`src/hw/rtl/lho_pkg.sv`:
```
// Package for the Lorenz Heun oscillator: widths, reset constants, datapath codes,
// the microprogram and the saturation and clamp helpers.
// Has no dependencies; every module of the block imports it.
package lho_pkg;

   localparam int DATA_W  = 32;
   localparam int FRAC_W  = 22;
   localparam int FRAC1_W = FRAC_W + 1;
   localparam int OPND_W  = DATA_W + 1;
   localparam int PROD_W  = 2 * OPND_W;
   localparam int PHASE_W = 24;
   localparam int STEP_W  = 5;
   localparam int CSR_W   = 3;
   localparam int DIM_W   = 2;

   localparam logic [FRAC1_W-1:0] ONE_Q = {1'b1, {FRAC_W{1'b0}}};

   localparam logic signed [DATA_W-1:0] SAT_MAX = {1'b0, {(DATA_W-1){1'b1}}};
   localparam logic signed [DATA_W-1:0] SAT_MIN = {1'b1, {(DATA_W-1){1'b0}}};

   localparam logic signed [DATA_W-1:0] POS_RESET    = 32'sd419430;
   localparam logic signed [DATA_W-1:0] COEF_A_RESET = 32'sd41943040;
   localparam logic signed [DATA_W-1:0] COEF_R_RESET = 32'sd117440512;
   localparam logic signed [DATA_W-1:0] COEF_C_RESET = 32'sd11198792;
   localparam logic [FRAC1_W-1:0]       DT_RESET     = 23'd41943;

   localparam logic [CSR_W-1:0] CSR_COEF_A      = 3'd0;
   localparam logic [CSR_W-1:0] CSR_COEF_R      = 3'd1;
   localparam logic [CSR_W-1:0] CSR_COEF_C      = 3'd2;
   localparam logic [CSR_W-1:0] CSR_STEP_DT     = 3'd3;
   localparam logic [CSR_W-1:0] CSR_DIM_SELECT  = 3'd4;
   localparam logic [CSR_W-1:0] CSR_INTERP_STEP = 3'd5;

   localparam logic [DIM_W-1:0] DIM_X = 2'd0;
   localparam logic [DIM_W-1:0] DIM_Y = 2'd1;
   localparam logic [DIM_W-1:0] DIM_Z = 2'd2;

   localparam logic [STEP_W-1:0] L_INTERP = 5'd24;
   localparam logic [STEP_W-1:0] L_DIRECT = 5'd26;

   typedef enum logic [0:0] {
      ST_IDLE,
      ST_RUN
   } state_type;

   typedef enum logic [4:0] {
      SRC_ZERO,
      SRC_PX, SRC_PY, SRC_PZ,
      SRC_EX, SRC_EY, SRC_EZ,
      SRC_FX, SRC_FY, SRC_FZ,
      SRC_GX, SRC_GY, SRC_GZ,
      SRC_T0, SRC_T1,
      SRC_CA, SRC_CR, SRC_CC, SRC_DT,
      SRC_PH, SRC_DL, SRC_SV, SRC_TG, SRC_SEL,
      SRC_QP, SRC_HP, SRC_IP
   } src_type;

   typedef enum logic [4:0] {
      DST_PX, DST_PY, DST_PZ,
      DST_EX, DST_EY, DST_EZ,
      DST_FX, DST_FY, DST_FZ,
      DST_GX, DST_GY, DST_GZ,
      DST_T0, DST_T1,
      DST_SV, DST_TG, DST_DL,
      DST_OUT
   } dst_type;

   typedef enum logic [1:0] {
      OP_ADD,
      OP_SUB,
      OP_ADDW,
      OP_SUBW
   } alu_op_type;

   typedef enum logic [1:0] {
      COND_NONE,
      COND_NOSTEP,
      COND_NOINTERP
   } cond_type;

   typedef struct packed {
      logic              mul_en;
      src_type           mul_a;
      src_type           mul_b;
      logic              alu_en;
      alu_op_type        op;
      src_type           alu_a;
      src_type           alu_b;
      dst_type           dst;
      cond_type          cond;
      logic [STEP_W-1:0] target;
      logic              last;
   } uword_type;

   typedef struct packed {
      logic       load;
      logic       mul_en;
      src_type    mul_a;
      src_type    mul_b;
      logic       alu_en;
      alu_op_type op;
      src_type    alu_a;
      src_type    alu_b;
      dst_type    dst;
   } ctrl_type;

   function automatic logic signed [OPND_W-1:0] sat_data(input logic signed [PROD_W-1:0] v);
      logic signed [PROD_W-1:0] hi;
      logic signed [PROD_W-1:0] lo;
      hi = PROD_W'(SAT_MAX);
      lo = PROD_W'(SAT_MIN);
      if (v > hi) begin
         return OPND_W'(SAT_MAX);
      end else if (v < lo) begin
         return OPND_W'(SAT_MIN);
      end
      return v[OPND_W-1:0];
   endfunction

   function automatic logic [FRAC1_W-1:0] clamp_one(input logic [DATA_W-1:0] v);
      logic [FRAC1_W-1:0] s;
      s = v[FRAC1_W-1:0];
      return (s > ONE_Q) ? ONE_Q : s;
   endfunction

   function automatic uword_type with_mul(input uword_type w, input src_type a,
                                          input src_type b);
      uword_type r;
      r        = w;
      r.mul_en = 1'b1;
      r.mul_a  = a;
      r.mul_b  = b;
      return r;
   endfunction

   function automatic uword_type with_alu(input uword_type w, input alu_op_type op,
                                          input src_type a, input src_type b,
                                          input dst_type d);
      uword_type r;
      r        = w;
      r.alu_en = 1'b1;
      r.op     = op;
      r.alu_a  = a;
      r.alu_b  = b;
      r.dst    = d;
      return r;
   endfunction

   function automatic uword_type with_jump(input uword_type w, input cond_type c,
                                           input logic [STEP_W-1:0] t);
      uword_type r;
      r        = w;
      r.cond   = c;
      r.target = t;
      return r;
   endfunction

   function automatic uword_type with_last(input uword_type w);
      uword_type r;
      r      = w;
      r.last = 1'b1;
      return r;
   endfunction

   // Heun step in steps 0 to 20, interpolation bookkeeping after it, and the two
   // output tails. A product is available to the step after its multiply.
   function automatic uword_type ucode(input logic [STEP_W-1:0] addr);
      uword_type w;
      w        = '0;
      w.mul_a  = SRC_ZERO;
      w.mul_b  = SRC_ZERO;
      w.op     = OP_ADD;
      w.alu_a  = SRC_ZERO;
      w.alu_b  = SRC_ZERO;
      w.dst    = DST_T0;
      w.cond   = COND_NONE;
      case (addr)
         5'd0: w = with_jump(with_alu(w, OP_SUB, SRC_PY, SRC_PX, DST_T0),
                             COND_NOSTEP, L_INTERP);
         5'd1: w = with_alu(with_mul(w, SRC_CA, SRC_T0), OP_SUB, SRC_CR, SRC_PZ, DST_T1);
         5'd2: w = with_alu(with_mul(w, SRC_PX, SRC_T1), OP_ADD, SRC_QP, SRC_ZERO, DST_FX);
         5'd3: w = with_alu(with_mul(w, SRC_PX, SRC_PY), OP_SUB, SRC_QP, SRC_PY, DST_FY);
         5'd4: w = with_alu(with_mul(w, SRC_PZ, SRC_CC), OP_ADD, SRC_QP, SRC_ZERO, DST_T0);
         5'd5: w = with_alu(with_mul(w, SRC_DT, SRC_FX), OP_SUB, SRC_T0, SRC_QP, DST_FZ);
         5'd6: w = with_alu(with_mul(w, SRC_DT, SRC_FY), OP_ADD, SRC_PX, SRC_QP, DST_EX);
         5'd7: w = with_alu(with_mul(w, SRC_DT, SRC_FZ), OP_ADD, SRC_PY, SRC_QP, DST_EY);
         5'd8: w = with_alu(w, OP_SUB, SRC_EY, SRC_EX, DST_T0);
         5'd9: w = with_alu(with_mul(w, SRC_CA, SRC_T0), OP_ADD, SRC_PZ, SRC_QP, DST_EZ);
         5'd10: w = with_alu(with_mul(w, SRC_EX, SRC_EY), OP_ADD, SRC_QP, SRC_ZERO, DST_GX);
         5'd11: w = with_alu(with_mul(w, SRC_EZ, SRC_CC), OP_ADD, SRC_QP, SRC_ZERO, DST_T0);
         5'd12: w = with_alu(w, OP_SUB, SRC_CR, SRC_EZ, DST_T1);
         5'd13: w = with_alu(with_mul(w, SRC_EX, SRC_T1), OP_SUB, SRC_T0, SRC_QP, DST_GZ);
         5'd14: w = with_alu(w, OP_SUB, SRC_QP, SRC_EY, DST_GY);
         5'd15: w = with_alu(w, OP_ADDW, SRC_FZ, SRC_GZ, DST_GZ);
         5'd16: w = with_alu(w, OP_ADDW, SRC_FX, SRC_GX, DST_GX);
         5'd17: w = with_alu(with_mul(w, SRC_DT, SRC_GX), OP_ADDW, SRC_FY, SRC_GY, DST_GY);
         5'd18: w = with_alu(with_mul(w, SRC_DT, SRC_GY), OP_ADD, SRC_PX, SRC_HP, DST_PX);
         5'd19: w = with_alu(with_mul(w, SRC_DT, SRC_GZ), OP_ADD, SRC_PY, SRC_HP, DST_PY);
         5'd20: w = with_jump(with_alu(w, OP_ADD, SRC_PZ, SRC_HP, DST_PZ),
                              COND_NOINTERP, L_DIRECT);
         5'd21: w = with_alu(w, OP_ADD, SRC_TG, SRC_ZERO, DST_SV);
         5'd22: w = with_alu(w, OP_ADD, SRC_SEL, SRC_ZERO, DST_TG);
         5'd23: w = with_alu(w, OP_SUBW, SRC_TG, SRC_SV, DST_DL);
         5'd24: w = with_mul(w, SRC_PH, SRC_DL);
         5'd25: w = with_last(with_alu(w, OP_ADD, SRC_SV, SRC_IP, DST_OUT));
         5'd26: w = with_last(with_alu(w, OP_ADD, SRC_SEL, SRC_ZERO, DST_OUT));
         default: w = with_last(w);
      endcase
      return w;
   endfunction

endpackage

```
`src/hw/rtl/lho_sequencer.sv`:
```
// Microprogram sequencer of the Lorenz Heun oscillator: request handshake, step
// counter with conditional jumps, phase accumulator and response flag. Uses lho_pkg.
module lho_sequencer
   import lho_pkg::*;
(
   input  logic                 clock,
   input  logic                 reset,
   input  logic                 req_valid,
   output logic                 req_ready,
   input  logic                 req_mode,
   output logic                 rsp_valid,
   input  logic                 rsp_ready,
   input  logic [FRAC1_W-1:0]   interp_step,
   output logic [PHASE_W-1:0]   phase,
   output ctrl_type             ctrl
);

   state_type           state_ff, state_in;
   logic [STEP_W-1:0]   step_ff, step_in;
   logic [PHASE_W-1:0]  phase_ff, phase_in;
   logic                nostep_ff, nostep_in;
   logic                rsp_valid_ff, rsp_valid_in;

   uword_type           word;
   logic                interp_off;
   logic [PHASE_W-1:0]  phase_sum;
   logic                step_due;
   logic                slot_free;
   logic                take_jump;

   assign word       = ucode(step_ff);
   assign interp_off = (interp_step == '0);
   assign phase_sum  = phase_ff + PHASE_W'(interp_step);
   assign step_due   = (phase_sum >= PHASE_W'(ONE_Q));
   assign slot_free  = !rsp_valid_ff || rsp_ready;
   assign take_jump  = (word.cond == COND_NOSTEP && nostep_ff) ||
                       (word.cond == COND_NOINTERP && interp_off);

   always_ff @(posedge clock) begin
      if (reset) begin
         state_ff     <= ST_IDLE;
         step_ff      <= '0;
         phase_ff     <= '0;
         nostep_ff    <= 1'b0;
         rsp_valid_ff <= 1'b0;
      end else begin
         state_ff     <= state_in;
         step_ff      <= step_in;
         phase_ff     <= phase_in;
         nostep_ff    <= nostep_in;
         rsp_valid_ff <= rsp_valid_in;
      end
   end

   always_comb begin
      state_in     = state_ff;
      step_in      = step_ff;
      phase_in     = phase_ff;
      nostep_in    = nostep_ff;
      rsp_valid_in = rsp_valid_ff && !rsp_ready;
      req_ready    = 1'b0;
      ctrl         = '0;
      ctrl.mul_a   = word.mul_a;
      ctrl.mul_b   = word.mul_b;
      ctrl.op      = word.op;
      ctrl.alu_a   = word.alu_a;
      ctrl.alu_b   = word.alu_b;
      ctrl.dst     = word.dst;
      case (state_ff)
         ST_IDLE: begin
            req_ready = 1'b1;
            if (req_valid) begin
               if (req_mode) begin
                  ctrl.load = 1'b1;
               end else begin
                  state_in  = ST_RUN;
                  step_in   = '0;
                  nostep_in = 1'b0;
                  if (!interp_off) begin
                     nostep_in = !step_due;
                     phase_in  = step_due ? phase_sum - PHASE_W'(ONE_Q) : phase_sum;
                  end
               end
            end
         end
         ST_RUN: begin
            if (!word.last || slot_free) begin
               ctrl.mul_en = word.mul_en;
               ctrl.alu_en = word.alu_en;
               if (word.last) begin
                  rsp_valid_in = 1'b1;
                  state_in     = ST_IDLE;
               end else if (take_jump) begin
                  step_in = word.target;
               end else begin
                  step_in = step_ff + STEP_W'(1);
               end
            end
         end
         default: state_in = ST_IDLE;
      endcase
   end

   assign rsp_valid = rsp_valid_ff;
   assign phase     = phase_ff;

endmodule

```
`config.mk`:
```
export PLATFORM = sky130hd
export DESIGN_NAME = lho_sequencer
export DESIGN_NICKNAME = d
export VERILOG_FILES = /design/src/hw/rtl/lho_pkg.sv /design/src/hw/rtl/lho_sequencer.sv
export SDC_FILE = /design/constraint.sdc
export NUM_CORES = 1
export LEC_CHECK = 0
export ABC_AREA = 1
export BUFFER_PORTS_ARGS = -buffer_cell sky130_fd_sc_hd__buf_2
export CAP_MARGIN = 20
export CORE_MARGIN = 4
export CORE_UTILIZATION = 52
export CTS_BUF_LIST = sky130_fd_sc_hd__clkbuf_16
export DETAILED_ROUTE_END_ITERATION = 10
export PLACE_DENSITY = 0.77
export SKIP_CTS_REPAIR_TIMING = 1
export SLEW_MARGIN = 5
export SYNTH_ARGS = -nofsm -noshare
export SYNTH_HDL_FRONTEND = slang
export SYNTH_SLANG_ARGS = --single-unit
```
`constraint.sdc`:
```
create_clock -name clock -period 2.83 [get_ports clock]
set_input_delay 0.283 -clock clock [delete_from_list [all_inputs] [get_ports clock]]
set_output_delay 0.283 -clock clock [all_outputs]
set_load 0.05 [all_outputs]
```
**Yosys cells after proc, flatten, opt, wreduce, memory -nomap -nowiden**

Memory sizes are Yosys's and may differ from the RTL's. A register that Yosys moved wholly into a read port is not among the register bits.
Cells that the tools add are included.

- Reduce and logical (&&, ||, !) cells: 14
- $lt $le $gt $ge: 1
- Multiplexer cells: 26
- Eq/ne operators: 6
- Bitwise logic cells: 3
- Add/subtract/negate cells: 3

Operators with widths:

| kind | number |
|---|---|
| two-way mux 5 bit | 7 |
| adder 24 x 23 -> 24 bit | 1 |
| >= comparator 24 x 23 -> 1 bit, second input constant | 1 |
| two-way mux 24 bit | 1 |
| subtractor 24 x 23 -> 24 bit, second input constant | 1 |
| zero test 23 bit | 1 |
| two-way mux 1 bit | 16 |
| case mux 5 bit (2 select lines) | 1 |
| AND reduction 4 bit | 2 |
| inequality test 2 bit, second input constant | 3 |
| adder 5 x 1 -> 5 bit, second input constant | 1 |
| zero test 1 bit | 4 |
| logical AND 1 bit | 3 |
| logical OR 1 bit | 3 |
| inverter 1 bit | 3 |
| AND reduction 3 bit | 1 |
| == test 2 x 1 -> 1 bit, second input constant | 1 |
| == test 2 bit, second input constant | 1 |
| inequality test 2 x 1 -> 1 bit, second input constant | 1 |
| case mux 1 bit (2 select lines) | 1 |

- Input bits: 28
- Memories kept: 1
- Logic and storage cells: 59
- Output and inout bits: 56
- ROM bits: 1,120
- Flip-flop bits (word level): 32

Memory list:

| memory | words | width | rd ports | clocked after Yosys merged registers in | wr ports | RTL line | source |
|---|---|---|---|---|---|---|---|
| (no name shown) | 32 | 35 | 1 | 1 | 0 | lho_pkg.sv:177 | `case (addr)` |

**Depth between registers and ports, before layout**

Gate-level depths: netlist of run 1.

- Depth after elaboration: 9
- Mapped depth: 29
- Gate-level depth less buffers: 29

**Worst setup path before layout of run 1**

Ideal clock, no wire load.

- Path kind: register -> register
- Start: reg phase_ff[0] (netlist: phase[0])
- End: reg phase_ff[22] (netlist: phase[22])
- Path slack: -585 ps
- Path buffers: 0
- Data required time: 2,717 ps
- Library setup time: 113 ps
- Cell stages (with the launch flop): 30
- Data arrival time: 3,301 ps
- Period minus slack after synthesis: 3,415 ps
- Cells stage by stage: dfxtp_1 ha_1 inv_1 fa_1 inv_1 nand3_1 inv_1 nand2_1 nand3_1 nand2_1 nand2_1 inv_1 o21ai_2 xor2_1 inv_1 ha_1 nand2_1 nor2_1 nand3_1 nor2_1 nand2_1 nor2_1 nand3_1 nor2_1 nand3_1 nand2_1 nand2_1 nand2_1 o21ai_1 inv_1

- Cells in the longest elaborated chain, start to end: 3
- Elaborated cells between the ends (all ways): 4
- Those cells by class: add/sub (2); order compare (1); mux (1)

Ends and longest elaborated chain:

| what | RTL line | source |
|---|---|---|
| start, declared | lho_sequencer.sv:20 | `logic [PHASE_W-1:0] phase_ff, phase_in;` |
| start signal, assigned | lho_sequencer.sv:49 | `phase_ff <= phase_in;` |
| adder 24 x 23 -> 24 bit * | lho_sequencer.sv:33 | `assign phase_sum = phase_ff + PHASE_W'(interp_step);` |
| subtractor 24 x 23 -> 24 bit / >= comparator 24 x 23 -> 1 bit (equally long branches) | lho_sequencer.sv:81, lho_sequencer.sv:34 |  |
| two-way mux 24 bit * | lho_sequencer.sv:81 | `phase_in = step_due ? phase_sum - PHASE_W'(ONE_Q) : phase_sum;` |

Mark *: on every way between the ends. The rest lies on a longest branch, timed or not.
A chain may end at the register's enable or synchronous reset.

**Worst setup path after layout of run 1**

- Start: reg phase_ff[17] (netlist: phase[17])
- End: reg phase_ff[23] (netlist: phase[23])

The elaborated chain is that of the path after synthesis.

==> results.json, run 1 <==
{
  "tightest_slew_ns": 0.864,
  "synth.area.top_cells": "dfxtp_1 26%, nand2_1 20%, inv_1 9.1%, ha_1 8.4%, nand3_1 5.5%",
  "r2r_slack_ns": -0.23,
  "start_util_pct": 54.3,
  "fmax_ghz": 0.327,
  "drive_above_1_share_pct": 29.7,
  "fp.coreArea_mm2": 0.00937,
  "vdd_drop_max_v": 0.000344,
  "grt_pass1_wl_mm": 24.0,
  "insertion_delay_ns": 0.34,
  "tritoncts": "yes",
  "fin_crit_sh_pct": 108,
  "p_per_area_mw_per_mm2": 514,
  "synth_top_area_share_pct": 25.6,
  "yosysMostFrequentCell": "nand2_1",
  "cts_buffers": 9,
  "leakage_nw": 3.82,
  "drt_wl_total_mm": 15.0,
  "grt_setup_unrepaired": "yes",
  "place_ws_ns": -0.379,
  "post-route-drc-count": 0,
  "die_y_um": 107,
  "placementRows": 35,
  "cpPeakStageDelay_ns": 0.32,
  "synthTopCellsByCount": "267 x nand2_1, 123 x inv_1, 73 x nor2_1",
  "critPathSlowestCell": "dfxtp_2",
  "synthCells": 814,
  "cp_num_buf_inv": 2,
  "worst_ep_required_time_ns": 3.05,
  "finalPower_mw": 3.41,
  "clock_path_buffers": 2,
  "track_usage_pct": 26.1,
  "syn_nets": 877,
  "gp_congestion": 0.994,
  "critPathKind": "reg2reg",
  "clk_pin_slew_ns": 0.06,
  "grt_start_max_net_pins": 29,
  "clock-sinks": 65,
  "status": "finished, violations left",
  "worst_slack_ns": -0.228,
  "maxCapViolCount": 0,
  "ys_ff_latch": 65,
  "drv_slew": 0,
  "grt_pass1_vias": 5294,
  "dr.pass1.iters": 6,
  "cts_max_level": 3,
  "yosysUniqueCellTypes": 40,
  "detail_route.vias_per_cell": 5.10,
  "drtAntennaViolNets": 0,
  "min_path_cells": 4,
  "hold_path_class": "in2reg",
  "hold_start": "rsp_ready",
  "slew_headroom_pct": 42.3,
  "cts_root_buf": "clkbuf_16",
  "synth_area_leader_cell": "dfxtp_1",
  "nets": 1037,
  "hold_path_end": "rsp_valid",
  "cp_top_family": "simple AND/OR/NAND/NOR gates",
  "antenna_found_initial": 0,
  "timing.rr.end": "phase[23]",
  "overflow": 0,
  "dieArea_mm2": 0.0114,
  "boundaryPins": 84,
  "antennaDiodeCount": 0,
  "syn_area_mm2": 0.00509,
  "hold_violations": 0,
  "die_x_um": 107,
  "synth_flop_cell": "dfxtp_1",
  "avgSynthCellArea_um2": 6.25,
  "crit_arrival_ns": 3.27,
  "crit_path_max_fanout": 4,
  "violations": "setup timing",
  "post_drt_wl_per_cell_um": 13.5,
  "dp_hpwl_mm": 11.6,
  "yosysWarnings": 0,
  "regToRegStartpoint": "phase[17]",
  "cp-end-kind": "flip-flop",
  "drt_iter0_drc": 464,
  "r2r_cells": 23,
  "period_needed_ns": 3.06,
  "cp-start-kind": "flip-flop",
  "via_count": 5652,
  "synth-edff-count": 0,
  "finalSetupViolCount": 3,
  "skew_ns": 0.0104,
  "portBuffers": 83,
  "async_flop_share_pct": 0,
  "cp_cell_sequence": "ha_1 -> a21o_1 -> nor2_2 -> nor3_1 -> nor3_1 -> buf_4 -> o21ai_2 -> xor2_2 -> inv_1 -> ha_2 -> nand2_2 -> nor2_2 -> nand3_1 -> nor2_1 -> nand2_1 -> nor2_1 -> nand3_1 -> nor2_2 -> nand3_2 -> nand2_2 -> nand2_1 -> nand3_1 -> a21oi_1",
  "seq_area_frac_synth_pct": 25.6,
  "n_fill_cell": 842,
  "area_growth_pct": 30.4
}
[metrics by stage]
step	setup TNS [ns]	hold WS [ns]	instance area, um^2	std cells	util [%]
after floorplan	-0.329	0.444	5150	814	-
after global placement	-0.838	0.465	6190	1086	66.0
after detailed placement	-1.10	0.466	6190	1086	66.0
after CTS	-0.814	0.236	6490	1102	69.2
after global routing	-1.33	0.267	6640	1108	70.8
final	-0.662	0.236	6640	1108	70.8
[where the power goes]
part           switching (mW)  total (mW)  internal (mW)
logic                   0.771        1.23          0.457
clock network           0.464        1.15          0.690
registers              0.0358        1.03          0.990
total                    1.27        3.41           2.14
[cell type report]
class | instances | area, um^2 | share of cell area [%]
multi-input cells | 578 | 3130 | 47.1
flip-flops and latches | 65 | 1330 | 20.0
repair buffers | 192 | 1230 | 18.6
inverters | 128 | 483 | 7.28
clock buffers | 9 | 225 | 3.39
well taps | 129 | 161 | 2.43
clock inverters | 7 | 76.3 | 1.15
[placed cells by master, fill, tap and decap left out, drive strengths merged]
master / n
nand2: 278
buf: 192
inv: 131
nor2: 81
dfxtp: 65
nand3: 56
o21ai: 42
ha: 34
a21oi: 25
o211ai: 10
nand3b: 10
nand4: 10
clkbuf: 9
nor3: 7
a31oi: 5
and2: 4
xor2: 4
xnor2: 3
clkinv: 3
nor4: 2
a21o: 1
nor3b: 1
a211oi: 1
o31ai: 1
o21a: 1
o21bai: 1
fa: 1
bufinv: 1
[layer usage]
metal | GRT usage [%] | share of wire, % | vias to the layer above
li1 | - | - | 2853
met1 | 31.5 | 41 | 2508
met2 | 46.3 | 49 | 249
met3 | 3.19 | 6.9 | 42
met4 | 11.2 | 3.2 | 0
met5 | 0 | 0 | -
[logic make-up (layout without fill, tap and decap cells)]
logic type               after synthesis  after routing  synth area share [%]
buffers and inverters                171            336                  15.6
AND/OR/NAND/NOR                      449            449                  39.1
XOR/XNOR                               7              7                  1.21
adder cells (fa/ha/maj)               35             35                  8.76
flip-flops                            65             65                  25.6
AO/OA/AOI/OAI                         87             87                  9.79
[worst max-delay path by stage]
stage,cells after the start,startpoint,endpoint,slack [ns]
2_1_floorplan,28,phase[0],phase[22],-0.17
3_3_place_gp,25,interp_step[15],phase[22],-0.29
3_5_place_dp,25,interp_step[15],phase[23],-0.38
4_1_cts,24,phase[15],phase[23],-0.29
5_1_grt,28,phase[0],phase[23],-0.46
6_report,23,phase[17],phase[23],-0.23
[flip-flops by register name, summed over array words and instances (netlist names)]
register and cells:
nostep_ff 1, phase 24, rsp_valid 1, state_ff 1, step_ff 5, word 33
[worst register-to-register path, delay by kind of cell (launching register included)]
family | cells | cell delay, ns
flip-flops | 1 | 0.32
XOR/XNOR | 1 | 0.15
AO/OA/AOI/OAI | 3 | 0.35
adder cells (fa/ha/maj) | 2 | 0.48
AND/OR/NAND/NOR | 15 | 1.41
buffers and inverters | 2 | 0.22
Note: power is estimated with default switching activity, not from simulation.
==> inputs of run 2 (changes only) <==
--- a/config.mk
+++ b/config.mk
@@ -7,3 +7,2 @@
 export LEC_CHECK = 0
-export ABC_AREA = 1
 export BUFFER_PORTS_ARGS = -buffer_cell sky130_fd_sc_hd__buf_2
==> constraint.sdc (replaced) <==
create_clock -name clock -period 2.83 [get_ports clock]
set_input_delay 0.4245 -clock clock [delete_from_list [all_inputs] [get_ports clock]]
set_output_delay 0.4245 -clock clock [all_outputs]
set_load 0.05 [all_outputs]
==> results.json, run 2 <==
{
  "n_fill_cell": 697,
  "cts_max_level": 3,
  "synth-edff-count": 0,
  "tritoncts": "yes",
  "synth_top_area_share_pct": 25.7,
  "violations": "setup timing",
  "hold_start": "rsp_ready",
  "cts_buffers": 9,
  "dr.pass1.iters": 5,
  "drt_wl_total_mm": 19.6,
  "clock_power_share_pct": 32.6,
  "tightest_slew_ns": 0.492,
  "placed_cells": 1022,
  "antennaDiodeCount": 0,
  "ys_ff_latch": 65,
  "p_int_mw": 2.18,
  "track_usage_pct": 33.0,
  "hold_violations": 0,
  "clk_pin_slew_ns": 0.06,
  "synthTopCellsByCount": "75 x nand2_1, 65 x dfxtp_1, 64 x a21oi_1",
  "grt_setup_unrepaired": "yes",
  "insertion_delay_ns": 0.33,
  "fp.coreArea_mm2": 0.00937,
  "cp-start-kind": "flip-flop",
  "antenna_found_initial": 0,
  "period_needed_ns": 4.22,
  "mostFrequentLayoutCell": "buf_4",
  "clock-sinks": 65,
  "async_flop_share_pct": 0,
  "skew_ns": 0.00673,
  "crit_path_max_fanout": 4,
  "yosysMostFrequentCell": "nand2_1",
  "crit_end": "phase[23]",
  "drt_iter0_drc": 547,
  "syn_area_mm2": 0.00506,
  "grt_pass1_wl_mm": 30.3,
  "hold_path_class": "in2reg",
  "post_drt_wl_per_cell_um": 18.7,
  "swShare_pct": 36.3,
  "p_sw_mw": 1.24,
  "status": "finished, violations left",
  "detail_route.vias_per_cell": 6.08,
  "final_cell_mix": "213 x buf_4, 83 x buf_2, 73 x nand2_1",
  "nets": 974,
  "pwr-share-comb_pct": 38.3,
  "cts_root_buf": "clkbuf_16",
  "regToRegStartpoint": "phase[1]",
  "die_y_um": 107,
  "cp-end-kind": "flip-flop",
  "portBuffers": 83,
  "placementRows": 35,
  "boundaryPins": 84,
  "drv_slew": 0,
  "fmax_ghz": 0.237,
  "crit_arrival_ns": 4.46,
  "area_growth_pct": 48.2,
  "drtAntennaViolNets": 0,
  "timing.rr.end": "phase[23]",
  "dp_hpwl_mm": 14.8,
  "seq_area_frac_synth_pct": 25.7,
  "clock_path_buffers": 2,
  "largest_reg_flops": 33,
  "vdd_drop_max_v": 0.000269,
  "critPathKind": "reg2reg",
  "syn_nets": 733,
  "r2r_cells": 17,
  "grt_start_max_net_pins": 25,
  "grt_pass1_vias": 6076,
  "dieArea_mm2": 0.0114,
  "synthCells": 670,
  "leakage_nw": 3.59,
  "slew_headroom_pct": 67.1,
  "synth.area.top_cells": "dfxtp_1 26%, ha_1 8.4%, a21oi_1 6.3%, nand2_1 5.6%, buf_4 4.0%",
  "fin_crit_sh_pct": 149,
  "worst_slack_ns": -1.39,
  "drive_above_1_share_pct": 44.2,
  "post-route-drc-count": 0,
  "start_util_pct": 54.0,
  "min_path_cells": 4,
  "synth_area_leader_cell": "dfxtp_1",
  "avgSynthCellArea_um2": 7.56,
  "overflow": 0,
  "seqPwrFrac_pct": 29.1,
  "synth_flop_cell": "dfxtp_1",
  "crit_start": "phase[1]",
  "place_ws_ns": -1.47,
  "fin_cells": 1045,
  "yosysUniqueCellTypes": 76,
  "r2r_slack_ns": -1.39,
  "finalSetupViolCount": 6,
  "gp_congestion": 1.05,
  "via_count": 6350,
  "maxCapViolCount": 0,
  "die_x_um": 107,
  "worst_ep_required_time_ns": 3.07,
  "p_per_area_mw_per_mm2": 457,
  "yosysWarnings": 0
}
[run 2: cell type report]
| type | instances | area, um^2 | area share, % |
|---|---|---|---|
| inverter | 21 | 81.3 | 1.08 |
| clock inverter | 6 | 47.5 | 0.634 |
| clock buffer | 10 | 250 | 3.34 |
| tap | 129 | 161 | 2.15 |
| multi-input combinational | 516 | 3570 | 47.6 |
| timing repair buffer | 298 | 2050 | 27.3 |
| sequential | 65 | 1340 | 17.9 |
[run 2: power by group through the flow]
stage	Sequential [mW]	Clock, mW	Combinational (mW)
3_3_place_gp	1.01	0	1.20
2_1_floorplan	1.10	0	0.632
3_5_place_dp	1.02	0	1.23
4_1_cts	0.996	1.12	1.24
5_1_grt	1.00	1.17	1.40
6_report	0.998	1.12	1.31
[run 2: how the worst min path moves through the flow]
stage                endpoint  slack [ns]
floorplan           rsp_valid        0.48
global placement    phase[18]        0.46
detailed placement  phase[18]        0.47
CTS                  state_ff        0.41
global route         state_ff        0.44
finish               state_ff        0.41
[run 2: per-layer routing]
| layer | vias to the layer above | wire length (um) | global-route usage [%] |
|---|---|---|---|
| li1 | 2932 | - | - |
| met1 | 2985 | 8190 | 43.6 |
| met2 | 369 | 9020 | 54.0 |
| met3 | 64 | 1830 | 7.53 |
| met4 | 0 | 517 | 9.22 |
| met5 | - | 0 | 0 |
[run 2: cell families (layout without fill, tap and decap cells)]
| group | Yosys count | in the layout | share of synthesized area [%] |
|---|---|---|---|
| multiplexers | 9 | 9 | 1.88 |
| buffers and inverters | 89 | 335 | 8.95 |
| AO/OA/AOI/OAI | 214 | 214 | 28.4 |
| adder cells (fa/ha/maj) | 35 | 35 | 8.80 |
| flip-flops | 65 | 65 | 25.7 |
| AND/OR/NAND/NOR | 248 | 248 | 24.5 |
| XOR/XNOR | 10 | 10 | 1.73 |
[run 2: metrics by stage]
step           hold WS, ns  power (mW)  instance area, um^2  TNS [ns]  util [%]
6_report             0.407        3.43                 7500     -4.06      80.0
5_1_grt              0.445        3.57                 7500     -5.32      80.0
3_3_place_gp         0.457        2.21                 6990    -11.99      74.5
4_1_cts              0.409        3.36                 7280     -5.19      77.7
3_5_place_dp         0.469        2.24                 6990    -15.47      74.5
2_1_floorplan        0.481        1.73                 5210     -2.72         -
[run 2: worst max-delay path, cell delays in order, from the launching register on]
cell       delay, ns
dfxtp_4         0.36
ha_4            0.22
a211oi_2        0.32
o21bai_2        0.13
o2111ai_2       0.29
a21oi_2         0.14
o211a_1         0.27
or3_1           0.37
nand2_1         0.12
ha_2            0.19
nand2_2         0.05
nor4_2          0.20
nand4_1         0.13
nor4_2          0.27
nand4_1         0.20
nor4_4          0.38
mux2_4          0.35
nor4_4          0.14
